**config.mk**
```make
export PLATFORM = sky130hd
export DESIGN_NAME = stage_watermark_tracker_flat
export DESIGN_NICKNAME = d
export VERILOG_FILES = /design/src/hw/rtl/swt_pkg.sv /design/src/hw/rtl/swt_if.sv /design/src/hw/rtl/swt_scaler.sv /design/src/hw/rtl/swt_tracker.sv /design/src/hw/rtl/stage_watermark_tracker.sv /design/src/flat_wrapper.sv
export SDC_FILE = /design/constraint.sdc
export NUM_CORES = 2
export LEC_CHECK = 0
export ABC_AREA = 1
export BUFFER_PORTS_ARGS = -buffer_cell sky130_fd_sc_hd__buf_4
export CAP_MARGIN = 30
export CORE_ASPECT_RATIO = 1.2
export CORE_MARGIN = 5
export CORE_UTILIZATION = 60
export DETAILED_ROUTE_END_ITERATION = 10
export PLACE_DENSITY = 0.79
export SETUP_SLACK_MARGIN = 0.4
export SYNTH_ARGS = -nofsm -noshare
export SYNTH_HDL_FRONTEND = slang
export SYNTH_SLANG_ARGS = --single-unit
export TNS_END_PERCENT = 20
```
**constraint.sdc**
```tcl
create_clock -name clk -period 8.8 [get_ports clk]
set_input_delay 0.44 -clock clk [delete_from_list [all_inputs] [get_ports clk]]
set_output_delay 0.44 -clock clk [all_outputs]
set_load 0.01 [all_outputs]
```
**src/hw/rtl/swt_pkg.sv**
```systemverilog
`default_nettype none

package swt_pkg;

  // Field widths fixed by the sample and result formats.
  localparam int STAGE_W = 5;
  localparam int DATA_W  = 32;
  localparam int UNIT_W  = 8;
  localparam int PROD_W  = DATA_W + UNIT_W;

  // Default number of tracked stages.
  localparam int SWT_STAGE_COUNT = 19;

  localparam logic [DATA_W-1:0] ALL_ONES = '1;

  // Configuration register map.
  localparam int CFG_INDEX_W = 1;
  localparam logic [CFG_INDEX_W-1:0] CFG_UNIT_BYTES     = 1'd0;
  localparam logic [CFG_INDEX_W-1:0] CFG_EXPECTED_STACK = 1'd1;

  localparam logic [UNIT_W-1:0] UNIT_BYTES_RST     = 8'd1;
  localparam logic [DATA_W-1:0] EXPECTED_STACK_RST = 32'd8192;

  typedef struct packed {
    logic [STAGE_W-1:0] stage;
    logic [DATA_W-1:0]  raw_mark;
    logic [DATA_W-1:0]  reported_size;
    logic [DATA_W-1:0]  task_identity;
  } swt_item_t;

  typedef struct packed {
    logic               accepted;
    logic [DATA_W-1:0]  scaled_bytes;
    logic [DATA_W-1:0]  stage_minimum;
    logic [DATA_W-1:0]  global_minimum;
    logic [STAGE_W-1:0] global_low_stage;
    logic               identity_mismatch;
    logic               size_mismatch;
    logic [DATA_W-1:0]  sample_count;
    logic               usable;
  } swt_result_t;

endpackage

`default_nettype wire

```
**src/hw/rtl/swt_if.sv**
```systemverilog
`default_nettype none

// Sample channel.
interface swt_in_if;
  logic                        valid;
  logic                        ready;
  logic [swt_pkg::STAGE_W-1:0] stage;
  logic [swt_pkg::DATA_W-1:0]  raw_mark;
  logic [swt_pkg::DATA_W-1:0]  reported_size;
  logic [swt_pkg::DATA_W-1:0]  task_identity;

  modport source (output valid, stage, raw_mark, reported_size,
                  task_identity, input ready);
  modport sink   (input valid, stage, raw_mark, reported_size,
                  task_identity, output ready);
endinterface

// Result channel.
interface swt_out_if;
  logic                        valid;
  logic                        ready;
  logic                        accepted;
  logic [swt_pkg::DATA_W-1:0]  scaled_bytes;
  logic [swt_pkg::DATA_W-1:0]  stage_minimum;
  logic [swt_pkg::DATA_W-1:0]  global_minimum;
  logic [swt_pkg::STAGE_W-1:0] global_low_stage;
  logic                        identity_mismatch;
  logic                        size_mismatch;
  logic [swt_pkg::DATA_W-1:0]  sample_count;
  logic                        usable;

  modport source (output valid, accepted, scaled_bytes, stage_minimum,
                  global_minimum, global_low_stage, identity_mismatch,
                  size_mismatch, sample_count, usable, input ready);
  modport sink   (input valid, accepted, scaled_bytes, stage_minimum,
                  global_minimum, global_low_stage, identity_mismatch,
                  size_mismatch, sample_count, usable, output ready);
endinterface

// Configuration write channel.
interface swt_cfg_if;
  logic                            valid;
  logic                            ready;
  logic [swt_pkg::CFG_INDEX_W-1:0] reg_index;
  logic [swt_pkg::DATA_W-1:0]      wdata;

  modport source (output valid, reg_index, wdata, input ready);
  modport sink   (input valid, reg_index, wdata, output ready);
endinterface

`default_nettype wire

```
**src/hw/rtl/swt_scaler.sv**
```systemverilog
`default_nettype none

// Scales a raw count to bytes and saturates at all ones.
module swt_scaler (
  input  wire logic [swt_pkg::DATA_W-1:0] raw,
  input  wire logic [swt_pkg::UNIT_W-1:0] unit,
  output logic      [swt_pkg::DATA_W-1:0] bytes
);

  logic [swt_pkg::PROD_W-1:0] product;

  assign product = swt_pkg::PROD_W'(raw) * swt_pkg::PROD_W'(unit);

  assign bytes = (|product[swt_pkg::PROD_W-1:swt_pkg::DATA_W]) ? swt_pkg::ALL_ONES
                                                               : product[swt_pkg::DATA_W-1:0];

endmodule

`default_nettype wire

```
**src/hw/rtl/swt_tracker.sv**
```systemverilog
`default_nettype none

// Holds the per-stage and global minima, the identity latch, the sticky
// flags and the sample counter, and forms the result for one sample.
module swt_tracker #(
  parameter int STAGE_COUNT = swt_pkg::SWT_STAGE_COUNT
) (
  input  wire logic                       clk,
  input  wire logic                       rst_n,
  input  wire logic                       update,
  input  wire swt_pkg::swt_item_t         item,
  input  wire logic [swt_pkg::DATA_W-1:0] bytes,
  input  wire logic [swt_pkg::DATA_W-1:0] expected_stack,
  output swt_pkg::swt_result_t            result
);

  logic [swt_pkg::DATA_W-1:0]  low_r [STAGE_COUNT];
  logic [STAGE_COUNT-1:0]      seen_r;
  logic [STAGE_COUNT-1:0]      hit;
  logic [swt_pkg::DATA_W-1:0]  cur_low;
  logic [swt_pkg::DATA_W-1:0]  new_low;
  logic                        acc;
  logic                        fire;

  logic [swt_pkg::DATA_W-1:0]  overall_r,  overall_nxt;
  logic [swt_pkg::STAGE_W-1:0] ov_stage_r, ov_stage_nxt;
  logic [swt_pkg::DATA_W-1:0]  ident_r,    ident_nxt;
  logic                        id_flag_r,  id_flag_nxt;
  logic                        sz_flag_r,  sz_flag_nxt;
  logic [swt_pkg::DATA_W-1:0]  count_r,    count_nxt;

  assign acc  = (item.stage != '0) &&
                (item.stage <= swt_pkg::STAGE_W'(STAGE_COUNT));
  assign fire = update && acc;

  always_comb begin
    for (int i = 0; i < STAGE_COUNT; i++) begin
      hit[i] = (item.stage == swt_pkg::STAGE_W'(i + 1));
    end
  end

  // An entry never written reads as all ones.
  always_comb begin
    cur_low = swt_pkg::ALL_ONES;
    for (int i = 0; i < STAGE_COUNT; i++) begin
      if (hit[i] && seen_r[i]) begin
        cur_low = low_r[i];
      end
    end
  end

  assign new_low = (bytes < cur_low) ? bytes : cur_low;

  always_comb begin
    overall_nxt  = overall_r;
    ov_stage_nxt = ov_stage_r;
    ident_nxt    = ident_r;
    id_flag_nxt  = id_flag_r;
    sz_flag_nxt  = sz_flag_r;
    count_nxt    = count_r;
    if (acc) begin
      if (bytes < overall_r) begin
        overall_nxt  = bytes;
        ov_stage_nxt = item.stage;
      end
      if (ident_r == '0) begin
        ident_nxt = item.task_identity;
      end else if (item.task_identity != ident_r) begin
        id_flag_nxt = 1'b1;
      end
      if (item.reported_size != expected_stack) begin
        sz_flag_nxt = 1'b1;
      end
      count_nxt = count_r + swt_pkg::DATA_W'(1);
    end
  end

  always_ff @(posedge clk) begin
    for (int i = 0; i < STAGE_COUNT; i++) begin
      if (fire && hit[i]) begin
        low_r[i] <= new_low;
      end
    end
  end

  always_ff @(posedge clk) begin
    if (!rst_n) begin
      seen_r     <= '0;
      overall_r  <= swt_pkg::ALL_ONES;
      ov_stage_r <= '0;
      ident_r    <= '0;
      id_flag_r  <= 1'b0;
      sz_flag_r  <= 1'b0;
      count_r    <= '0;
    end else if (fire) begin
      seen_r     <= seen_r | hit;
      overall_r  <= overall_nxt;
      ov_stage_r <= ov_stage_nxt;
      ident_r    <= ident_nxt;
      id_flag_r  <= id_flag_nxt;
      sz_flag_r  <= sz_flag_nxt;
      count_r    <= count_nxt;
    end
  end

  always_comb begin
    result.accepted          = acc;
    result.scaled_bytes      = acc ? bytes : '0;
    result.stage_minimum     = acc ? new_low : '0;
    result.global_minimum    = overall_nxt;
    result.global_low_stage  = ov_stage_nxt;
    result.identity_mismatch = id_flag_nxt;
    result.size_mismatch     = sz_flag_nxt;
    result.sample_count      = count_nxt;
    result.usable            = (count_nxt != '0) && (overall_nxt != '0) &&
                               (overall_nxt != swt_pkg::ALL_ONES) &&
                               !id_flag_nxt && !sz_flag_nxt;
  end

endmodule

`default_nettype wire

```
**src/hw/rtl/stage_watermark_tracker.sv**
```systemverilog
// A sample passes through the input register and then the result register before
// its result transaction can be taken; a stall on out_ch can hold it in either.
// Throughput: one sample per cycle while out_ch.ready holds; the input register,
// the scale-and-update step and the result register form a two-stage pipeline.
// Reset (rst_n, synchronous, active low) empties the pipeline, clears the minima,
// flags, identity latch and counter, and loads the register defaults.
`default_nettype none

module stage_watermark_tracker #(
  parameter int STAGE_COUNT = swt_pkg::SWT_STAGE_COUNT
) (
  input wire logic  clk,
  input wire logic  rst_n,
  swt_in_if.sink    in_ch,
  swt_out_if.source out_ch,
  swt_cfg_if.sink   cfg_ch
);

  // Configuration registers. The user must write them only while the block is idle;
  // the block itself does not enforce this, and the port is always ready.
  logic [swt_pkg::UNIT_W-1:0] unit_r;
  logic [swt_pkg::DATA_W-1:0] expected_r;

  // Input register holding the sample transaction being processed.
  logic               s1_valid_r;
  swt_pkg::swt_item_t s1_item_r;

  // Result register; it holds a finished result until the sink takes it.
  logic                 out_valid_r;
  swt_pkg::swt_result_t out_res_r;

  logic                       advance;
  logic [swt_pkg::DATA_W-1:0] bytes;
  swt_pkg::swt_result_t       result;

  // The whole pipeline moves whenever the result register is free or is
  // being emptied in this cycle. A new sample can enter whenever the input
  // register is empty or moving on, so back-to-back samples need no gap.
  assign advance     = !out_valid_r || out_ch.ready;
  assign in_ch.ready = !s1_valid_r || advance;
  assign cfg_ch.ready = 1'b1;

  always_ff @(posedge clk) begin
    if (!rst_n) begin
      unit_r     <= swt_pkg::UNIT_BYTES_RST;
      expected_r <= swt_pkg::EXPECTED_STACK_RST;
    end else if (cfg_ch.valid) begin
      case (cfg_ch.reg_index)
        swt_pkg::CFG_UNIT_BYTES:     unit_r     <= cfg_ch.wdata[swt_pkg::UNIT_W-1:0];
        swt_pkg::CFG_EXPECTED_STACK: expected_r <= cfg_ch.wdata;
        default: ;
      endcase
    end
  end

  always_ff @(posedge clk) begin
    if (!rst_n) begin
      s1_valid_r <= 1'b0;
    end else if (in_ch.ready) begin
      s1_valid_r <= in_ch.valid;
    end
  end

  always_ff @(posedge clk) begin
    if (in_ch.ready && in_ch.valid) begin
      s1_item_r.stage         <= in_ch.stage;
      s1_item_r.raw_mark      <= in_ch.raw_mark;
      s1_item_r.reported_size <= in_ch.reported_size;
      s1_item_r.task_identity <= in_ch.task_identity;
    end
  end

  // Raw count to bytes: one 32 by 8 multiply with saturation.
  swt_scaler u_scaler (
    .raw   (s1_item_r.raw_mark),
    .unit  (unit_r),
    .bytes (bytes)
  );

  // The state is updated at the edge where the sample leaves the input
  // register, so the next sample behind it already sees the new minima.
  swt_tracker #(
    .STAGE_COUNT (STAGE_COUNT)
  ) u_tracker (
    .clk            (clk),
    .rst_n          (rst_n),
    .update         (s1_valid_r && advance),
    .item           (s1_item_r),
    .bytes          (bytes),
    .expected_stack (expected_r),
    .result         (result)
  );

  always_ff @(posedge clk) begin
    if (!rst_n) begin
      out_valid_r <= 1'b0;
    end else if (advance) begin
      out_valid_r <= s1_valid_r;
    end
  end

  always_ff @(posedge clk) begin
    if (advance && s1_valid_r) begin
      out_res_r <= result;
    end
  end

  assign out_ch.valid             = out_valid_r;
  assign out_ch.accepted          = out_res_r.accepted;
  assign out_ch.scaled_bytes      = out_res_r.scaled_bytes;
  assign out_ch.stage_minimum     = out_res_r.stage_minimum;
  assign out_ch.global_minimum    = out_res_r.global_minimum;
  assign out_ch.global_low_stage  = out_res_r.global_low_stage;
  assign out_ch.identity_mismatch = out_res_r.identity_mismatch;
  assign out_ch.size_mismatch     = out_res_r.size_mismatch;
  assign out_ch.sample_count      = out_res_r.sample_count;
  assign out_ch.usable            = out_res_r.usable;

endmodule

`default_nettype wire
```
**src/flat_wrapper.sv**
```systemverilog
// flat-port wrapper written by rule: the top's interface ports become plain ports
module stage_watermark_tracker_flat 
#(
  parameter int STAGE_COUNT = swt_pkg::SWT_STAGE_COUNT
)
  (clk, rst_n, in_ch_valid, in_ch_stage, in_ch_raw_mark, in_ch_reported_size, in_ch_task_identity, in_ch_ready, out_ch_valid, out_ch_accepted, out_ch_scaled_bytes, out_ch_stage_minimum, out_ch_global_minimum, out_ch_global_low_stage, out_ch_identity_mismatch, out_ch_size_mismatch, out_ch_sample_count, out_ch_usable, out_ch_ready, cfg_ch_valid, cfg_ch_reg_index, cfg_ch_wdata, cfg_ch_ready);
  swt_in_if in_ch_i ();
  swt_out_if out_ch_i ();
  swt_cfg_if cfg_ch_i ();
  input wire logic clk;
  input wire logic rst_n;
  input wire logic [$bits(in_ch_i.valid)-1:0] in_ch_valid;
  input wire logic [$bits(in_ch_i.stage)-1:0] in_ch_stage;
  input wire logic [$bits(in_ch_i.raw_mark)-1:0] in_ch_raw_mark;
  input wire logic [$bits(in_ch_i.reported_size)-1:0] in_ch_reported_size;
  input wire logic [$bits(in_ch_i.task_identity)-1:0] in_ch_task_identity;
  output wire logic [$bits(in_ch_i.ready)-1:0] in_ch_ready;
  output wire logic [$bits(out_ch_i.valid)-1:0] out_ch_valid;
  output wire logic [$bits(out_ch_i.accepted)-1:0] out_ch_accepted;
  output wire logic [$bits(out_ch_i.scaled_bytes)-1:0] out_ch_scaled_bytes;
  output wire logic [$bits(out_ch_i.stage_minimum)-1:0] out_ch_stage_minimum;
  output wire logic [$bits(out_ch_i.global_minimum)-1:0] out_ch_global_minimum;
  output wire logic [$bits(out_ch_i.global_low_stage)-1:0] out_ch_global_low_stage;
  output wire logic [$bits(out_ch_i.identity_mismatch)-1:0] out_ch_identity_mismatch;
  output wire logic [$bits(out_ch_i.size_mismatch)-1:0] out_ch_size_mismatch;
  output wire logic [$bits(out_ch_i.sample_count)-1:0] out_ch_sample_count;
  output wire logic [$bits(out_ch_i.usable)-1:0] out_ch_usable;
  input wire logic [$bits(out_ch_i.ready)-1:0] out_ch_ready;
  input wire logic [$bits(cfg_ch_i.valid)-1:0] cfg_ch_valid;
  input wire logic [$bits(cfg_ch_i.reg_index)-1:0] cfg_ch_reg_index;
  input wire logic [$bits(cfg_ch_i.wdata)-1:0] cfg_ch_wdata;
  output wire logic [$bits(cfg_ch_i.ready)-1:0] cfg_ch_ready;
  assign in_ch_i.valid = in_ch_valid;
  assign in_ch_i.stage = in_ch_stage;
  assign in_ch_i.raw_mark = in_ch_raw_mark;
  assign in_ch_i.reported_size = in_ch_reported_size;
  assign in_ch_i.task_identity = in_ch_task_identity;
  assign in_ch_ready = in_ch_i.ready;
  assign out_ch_valid = out_ch_i.valid;
  assign out_ch_accepted = out_ch_i.accepted;
  assign out_ch_scaled_bytes = out_ch_i.scaled_bytes;
  assign out_ch_stage_minimum = out_ch_i.stage_minimum;
  assign out_ch_global_minimum = out_ch_i.global_minimum;
  assign out_ch_global_low_stage = out_ch_i.global_low_stage;
  assign out_ch_identity_mismatch = out_ch_i.identity_mismatch;
  assign out_ch_size_mismatch = out_ch_i.size_mismatch;
  assign out_ch_sample_count = out_ch_i.sample_count;
  assign out_ch_usable = out_ch_i.usable;
  assign out_ch_i.ready = out_ch_ready;
  assign cfg_ch_i.valid = cfg_ch_valid;
  assign cfg_ch_i.reg_index = cfg_ch_reg_index;
  assign cfg_ch_i.wdata = cfg_ch_wdata;
  assign cfg_ch_ready = cfg_ch_i.ready;
  stage_watermark_tracker #(.STAGE_COUNT(STAGE_COUNT)) u_core (.clk(clk), .rst_n(rst_n), .in_ch(in_ch_i), .out_ch(out_ch_i), .cfg_ch(cfg_ch_i));
endmodule
```
Yosys cells after proc, flatten, opt, wreduce, memory -nomap -nowiden
Memory sizes are Yosys's and may differ from the RTL's.
Index checks and enable logic that the tools add are counted.
Storage, ports and cells
  memories kept: 1
  logic and storage cells: 255
  output and inout bits: 140
  bits in registers: 402
  RAM bits: 608
Memories
  u_core.u_tracker.low_r: words 19, width 32, rd ports 19, clocked after memory_dff 0, write ports 1, line swt_tracker.sv:17  | logic [swt_pkg::DATA_W-1:0] low_r [STAGE_COUNT];
Operators by class
  add/sub/neg operators: 1
  eq/ne operators: 22
  multipliers: 1
  bitwise gates (word level): 2
  order comparisons: 3
  reduce and logical (&&, ||, !) cells: 78
  muxes and demuxes: 123
Operator list (number)
  $mux W32: 42
  $reduce_or A32 Y1: 18
  $mux W5: 20
  $lt A32 B32 Y1: 2
  $ne A32 B32 Y1: 2
  $reduce_bool A32 Y1: 2
  $mux W1: 61
  $logic_and A1 B1 Y1: 46
  $eq A5 B4 Y1 const B: 8
  $mul A32 B8 Y40: 1
  $add A32 B1 Y32 const B: 1
  $logic_not A32 Y1: 1
  $ne A32 B32 Y1 const B: 1
  $eq A5 B3 Y1 const B: 4
  $eq A5 B5 Y1 const B: 4
  $or A19 B19 Y19: 1
  $eq A5 B2 Y1 const B: 2
  $reduce_or A8 Y1: 1
  $eq A5 B1 Y1 const B: 1
  $le A5 B5 Y1 const B: 1
  $reduce_bool A5 Y1: 1
  $logic_not A1 Y1: 4
  $reduce_and A2 Y1: 2
  $reduce_and A3 Y1: 1
  2 further kinds: 3

Logic depth before layout (Yosys ltp)
  depth after elaboration: 41
  depth in mapped cells: 54
  gate-level depth less buffers: 49

Modules after synthesis
Synthesis repeated with hierarchy kept, for this count alone.
Second synthesis, totals
  cells, all modules: 4900
  area, all modules: 50542.2 µm²
Modules (own cells, without submodules)
  swt_tracker: area an instance 31985.7 µm², cells an instance 2945, times used 1, seq. area each 20699.9 µm²
  swt_scaler: area an instance 9872.0 µm², cells an instance 1512, times used 1, seq. area each 0.0 µm²
  stage_watermark_tracker: area an instance 8684.6 µm², cells an instance 443, times used 1, seq. area each 7987.7 µm²

Worst setup path before layout
No wires, ideal clock.
  kind: register to register
  start: register u_core.unit_r[2] in the netlist's numbering
  end: register u_core.out_res_r, in the netlist u_core.out_ch.usable, data pin
  setup time: 0.253 ns
  buffers on the path: 6
  path slack: 1.120 ns
  data required time: 8.547 ns
  data arrival time: 7.428 ns
  cell stages (with the launch flop): 42
  period minus slack after synthesis: 7.680 ns
  cells stage by stage: dfxtp_1 clkbuf_1 clkbuf_1 nand2_1 fa_1 inv_1 fa_1 fa_1 fa_1 ha_1 nand2_1 nor2_1 nand2_1 nor3b_2 nand3_1 nand4_1 nand2_1 inv_1 (+6 left out) inv_1 ha_1 a21oi_1 o21ai_0 a21oi_1 o221ai_1 a2111oi_1 clkbuf_1 clkbuf_1 nand3_1 nand2_1 nand2_1 nor2_1 nand2_1 nor2_1 nand2_1 nand2_1 nor2_1
RTL lines
  start, declared: line stage_watermark_tracker.sv:21  | logic [swt_pkg::UNIT_W-1:0] unit_r;
  start signal, assigned: line stage_watermark_tracker.sv:45  | unit_r <= swt_pkg::UNIT_BYTES_RST;
  start signal, assigned: line stage_watermark_tracker.sv:49  | swt_pkg::CFG_UNIT_BYTES: unit_r <= cfg_ch.wdata[swt_pkg::UNIT_W-1:0];
  end signal, assigned: line stage_watermark_tracker.sv:104  | out_res_r <= result;
  end, declared: line stage_watermark_tracker.sv:30  | swt_pkg::swt_result_t out_res_r;

==> results.py <==
metrics = {
    "floorplanning": {
        "core_region_area_sq_um": 82200,
        "io-pin-count": 279,
        "start_util_pct": 60.7,
        "floorplan.die.height_um": 326,
        "design.die.area_sq_um": 88900,
        "die_x_um": 273,
        "row_count": 115,
    },
    "critical_path": {
        "worst_path_maximum_fanout": 32,
        "worstPathArrival_ps": 8330,
        "regToRegSetupSlack_ps": 900,
        "worst_path_largest_cell_delay_ps": 520,
        "worstReg2RegEnd": "u_core.out_ch.usable$_DFFE_PP_",
        "cp.required_ps": 9240,
        "kind_of_end_point_of_the_critical_path": "register",
        "timing.reg2reg.worst_path_depth": 42,
        "critical_path_most_common_cell": "sky130_fd_sc_hd__nand2_1",
        "worst-setup-path-type": "reg -> reg",
        "critical-path-slowest-cell": "sky130_fd_sc_hd__fa_1",
        "r2r-start": "u_core.unit_r[3]$_SDFFE_PN0P_",
        "start_kind": "register",
    },
    "worst_hold_path": {
        "worst_min_delay_path_class": "in -> reg",
        "min_path_cells": 3,
        "hold-path-endpoint": "u_core.unit_r[3]$_SDFFE_PN0P_",
        "hold_path.startpoint": "cfg_ch_wdata[3]",
    },
    "global_routing": {
        "first_global_vias": 36000,
        "maximum_number_of_pins_on_one_net_before_global_route_repair": 113,
        "grt.total_usage_pct": 28.1,
        "global_route_wire_length_before_repair_um": 197000,
        "initial_antenna_violation_count": 3,
        "overflow": 0,
    },
    "synthesis": {
        "synthesized_area_per_cell_sq_um": 10.2,
        "synth-async-reset-ratio_pct": 0,
        "synthDominantCellAreaShare_pct": 51.0,
        "post_synthesis_instance_area_sq_um": 49800,
        "syn_inst": 4907,
        "synth.yosys.seq_area_share_pct": 57.6,
        "synth_seq_cells": 1010,
        "synth_enable_flop_cells": 846,
        "synth.distinct_cells": 53,
        "synth_largest_area_cell": "sky130_fd_sc_hd__edfxtp_1",
        "yosys_warnings": 0,
        "synth-main-ff-cell": "sky130_fd_sc_hd__edfxtp_1",
        "netlist_top_cells_area": "sky130_fd_sc_hd__edfxtp_1, sky130_fd_sc_hd__fa_1, sky130_fd_sc_hd__dfxtp_1, sky130_fd_sc_hd__nand2_1, sky130_fd_sc_hd__inv_1",
        "syn-num-nets": 5349,
    },
    "timing": {
        "finalSetupViolations": 0,
        "tightest_slew_ps": 1070,
        "fmax_mhz": 127,
        "min_period_ps": 7900,
        "slew_viol_final": 0,
        "final_min_period_over_clock_period_pct": 89.7,
        "finalClockSkew_ps": 60.1,
        "rsz_0062_raised_after_global_routing": "no",
        "setup_total_negative_slack_ps": 0,
        "finalHoldViolations": 0,
        "max_slew_margin_pct": 28.7,
    },
    "clock_network": {
        "cts_root_buf": "sky130_fd_sc_hd__clkbuf_16",
        "path_clk_slew_ps": 70,
        "ctsHtreeMaxLevel": 3,
        "cts-buffers-inserted": 95,
        "clock-sinks": 1010,
        "cts_max_path_buffers": 3,
        "clock_latency_ps": 700,
        "tritoncts": "done",
    },
    "cells_and_area": {
        "finalNonFillerCells": 6468,
        "mostFrequentLayoutCells": "sky130_fd_sc_hd__edfxtp_1, sky130_fd_sc_hd__nand2_1, sky130_fd_sc_hd__inv_1",
        "num_antenna_cells": 0,
        "layout-drive-gt1-share_pct": 13.2,
        "layout.cells.most_common": "sky130_fd_sc_hd__edfxtp_1",
        "area_growth_pct": 15.9,
        "layout.core_utilization_pct": 70.3,
        "design.final.nets": 5718,
    },
    "drt": {
        "totalWireLength_um": 127000,
        "avgViaCountPerCell": 5.54,
        "drt_drc_violations_left": 0,
        "final_antenna_net_count": 0,
        "route.detailed.wl_per_inst_um": 19.6,
        "firstDrtPassIters": 6,
        "route.vias.total": 35800,
        "drt_first_iter_violations": 3777,
    },
    "pwr": {
        "total_leakage_power_nw": 23.1,
        "power.sequential.fraction_pct": 42.9,
        "power_switching_share_pct": 33.2,
        "p_int_mw": 8.94,
        "peakVddDrop_mv": 0.439,
        "clock_network_fraction_of_design_power_pct": 30.6,
        "total_switching_power_mw": 4.45,
        "power.share.combinational_pct": 26.5,
        "power.density_nw_per_um2": 232,
    },
    "status": {
        "result_of_the_run": "complete, no violations",
    },
    "placed_design": {
        "placement.io_buffers": 277,
        "gp_congestion": 0.938,
        "hpwl_um": 86800,
        "placed_instance_count": 6158,
    },
    "run": {
        "cap_violations": 0,
    },
}
metrics by stage:
| stage | power, mW | setup slack (ps) | instance area [sq um] | hold WS (ps) |
|---|---|---|---|---|
| 2_1_floorplan | 7.98 | 1120 | 49800 | 429 |
| 3_3_place_gp | 9.10 | 587 | 53100 | 440 |
| 3_5_place_dp | 9.16 | 467 | 53100 | 453 |
| 4_1_cts | 13.3 | 459 | 57500 | 0.345 |
| 5_1_grt | 14.0 | 371 | 57800 | 28.5 |
| 6_report | 13.4 | 905 | 57800 | 33.9 |
cell usage after synthesis (9+ instances only):
cell type	number
sky130_fd_sc_hd__edfxtp_1	846
sky130_fd_sc_hd__o21ai_0	167
sky130_fd_sc_hd__buf_2	9
sky130_fd_sc_hd__xor2_1	42
sky130_fd_sc_hd__ha_1	123
sky130_fd_sc_hd__nor4_1	119
sky130_fd_sc_hd__inv_2	9
sky130_fd_sc_hd__nand2_1	823
sky130_fd_sc_hd__or2_2	113
sky130_fd_sc_hd__inv_1	741
sky130_fd_sc_hd__a21oi_1	177
sky130_fd_sc_hd__nand3_1	117
sky130_fd_sc_hd__nor3_1	175
sky130_fd_sc_hd__nor2_2	9
sky130_fd_sc_hd__nor2_1	685
sky130_fd_sc_hd__dfxtp_1	164
sky130_fd_sc_hd__clkbuf_1	172
sky130_fd_sc_hd__o21bai_1	15
sky130_fd_sc_hd__clkbuf_2	21
sky130_fd_sc_hd__fa_1	180
sky130_fd_sc_hd__nand2_2	9
sky130_fd_sc_hd__nand4_1	33
sky130_fd_sc_hd__xnor2_1	56
sky130_fd_sc_hd__a211oi_1	9
sky130_fd_sc_hd__o211ai_1	34
registers in the layout (all words and copies together), names as in the netlist:
register / count
u_core.out_ch.global_low_stage: 5
u_core.out_ch.sample_count: 32
u_core.u_tracker.ident_r: 32
u_core.expected_r: 32
u_core.u_tracker.overall_r: 32
u_core.s1_valid_r: 1
u_core.u_tracker.id_flag_r: 1
u_core.unit_r: 8
u_core.u_tracker.sz_flag_r: 1
u_core.out_ch.accepted: 1
u_core.u_tracker.low_r: 608
u_core.out_ch.usable: 1
u_core.u_tracker.ov_stage_r: 5
u_core.out_ch.stage_minimum: 32
u_core.out_ch.valid: 1
u_core.out_ch.global_minimum: 32
u_core.u_tracker.count_r: 32
u_core.out_ch.scaled_bytes: 32
u_core.s1_item_r: 101
u_core.out_ch.size_mismatch: 1
u_core.out_ch.identity_mismatch: 1
u_core.u_tracker.seen_r: 19
cell type report:
class / count / area (sq um)
sequential: 1010 / 28700
fill: 5726 / 24400
multi-input combinational: 2939 / 17600
timing repair buffer: 480 / 4070
inverter: 750 / 2830
clock buffer: 116 / 2510
tap: 1111 / 1390
clock inverter: 62 / 646
kinds of logic (layout without fill, tap and decap cells):
| group | after synthesis | after routing | synth area share (%) |
|---|---|---|---|
| AND/OR/NAND/NOR | 2109 | 2110 | 18.3 |
| AO/OA/AOI/OAI | 427 | 427 | 4.71 |
| flip-flops | 1010 | 1010 | 57.6 |
| adder cells (fa/ha/maj) | 303 | 303 | 10.3 |
| buffers and inverters | 959 | 1408 | 7.38 |
| other | 1 | 1 | 0.00752 |
| XOR/XNOR | 98 | 98 | 1.72 |
critical path: cells and delay by family (launching register included):
family / cells / cell delay (ps)
AO/OA/AOI/OAI: 2 / 410
adder cells (fa/ha/maj): 6 / 2600
buffers and inverters: 8 / 1190
flip-flops: 1 / 370
AND/OR/NAND/NOR: 26 / 3120
how the worst max path moves through the flow:
| stage | startpoint | to |
|---|---|---|
| 2_1_floorplan | u_core.unit_r[2]$_SDFFE_PN0P_ | u_core.out_ch.usable$_DFFE_PP_ |
| 3_3_place_gp | u_core.unit_r[2]$_SDFFE_PN0P_ | u_core.out_ch.usable$_DFFE_PP_ |
| 3_5_place_dp | u_core.unit_r[2]$_SDFFE_PN0P_ | u_core.out_ch.usable$_DFFE_PP_ |
| 4_1_cts | u_core.unit_r[2]$_SDFFE_PN0P_ | u_core.out_ch.usable$_DFFE_PP_ |
| 5_1_grt | u_core.unit_r[3]$_SDFFE_PN0P_ | u_core.out_ch.usable$_DFFE_PP_ |
| 6_report | u_core.unit_r[3]$_SDFFE_PN0P_ | u_core.out_ch.usable$_DFFE_PP_ |
power by group through the flow:
stage / combinational [mW] / sequential [mW] / clock, mW
floorplan: 2.16 / 5.82 / 0
global placement: 3.27 / 5.83 / 0
detailed placement: 3.32 / 5.84 / 0
CTS: 3.38 / 5.73 / 4.13
global route: 3.87 / 5.75 / 4.35
finish: 3.55 / 5.74 / 4.10
metal layers:
layer / vias to the layer above / track usage [%] / wire length, um
met5: - / 0 / 24
met4: 4 / 8.42 / 3570
met3: 247 / 4.55 / 10200
met2: 1585 / 49.1 / 64800
met1: 17200 / 36.4 / 48300
li1: 16800 / - / -
what timing repair did:
item | CTS | global route
hold buffers | 117 | 0
setup buffers | 0 | 11
endpoints found under the setup margin | 0 | 704
resized for setup | 0 | 32
endpoints found under the hold margin | 117 | 0
Power figures use the tool's default switching activity.
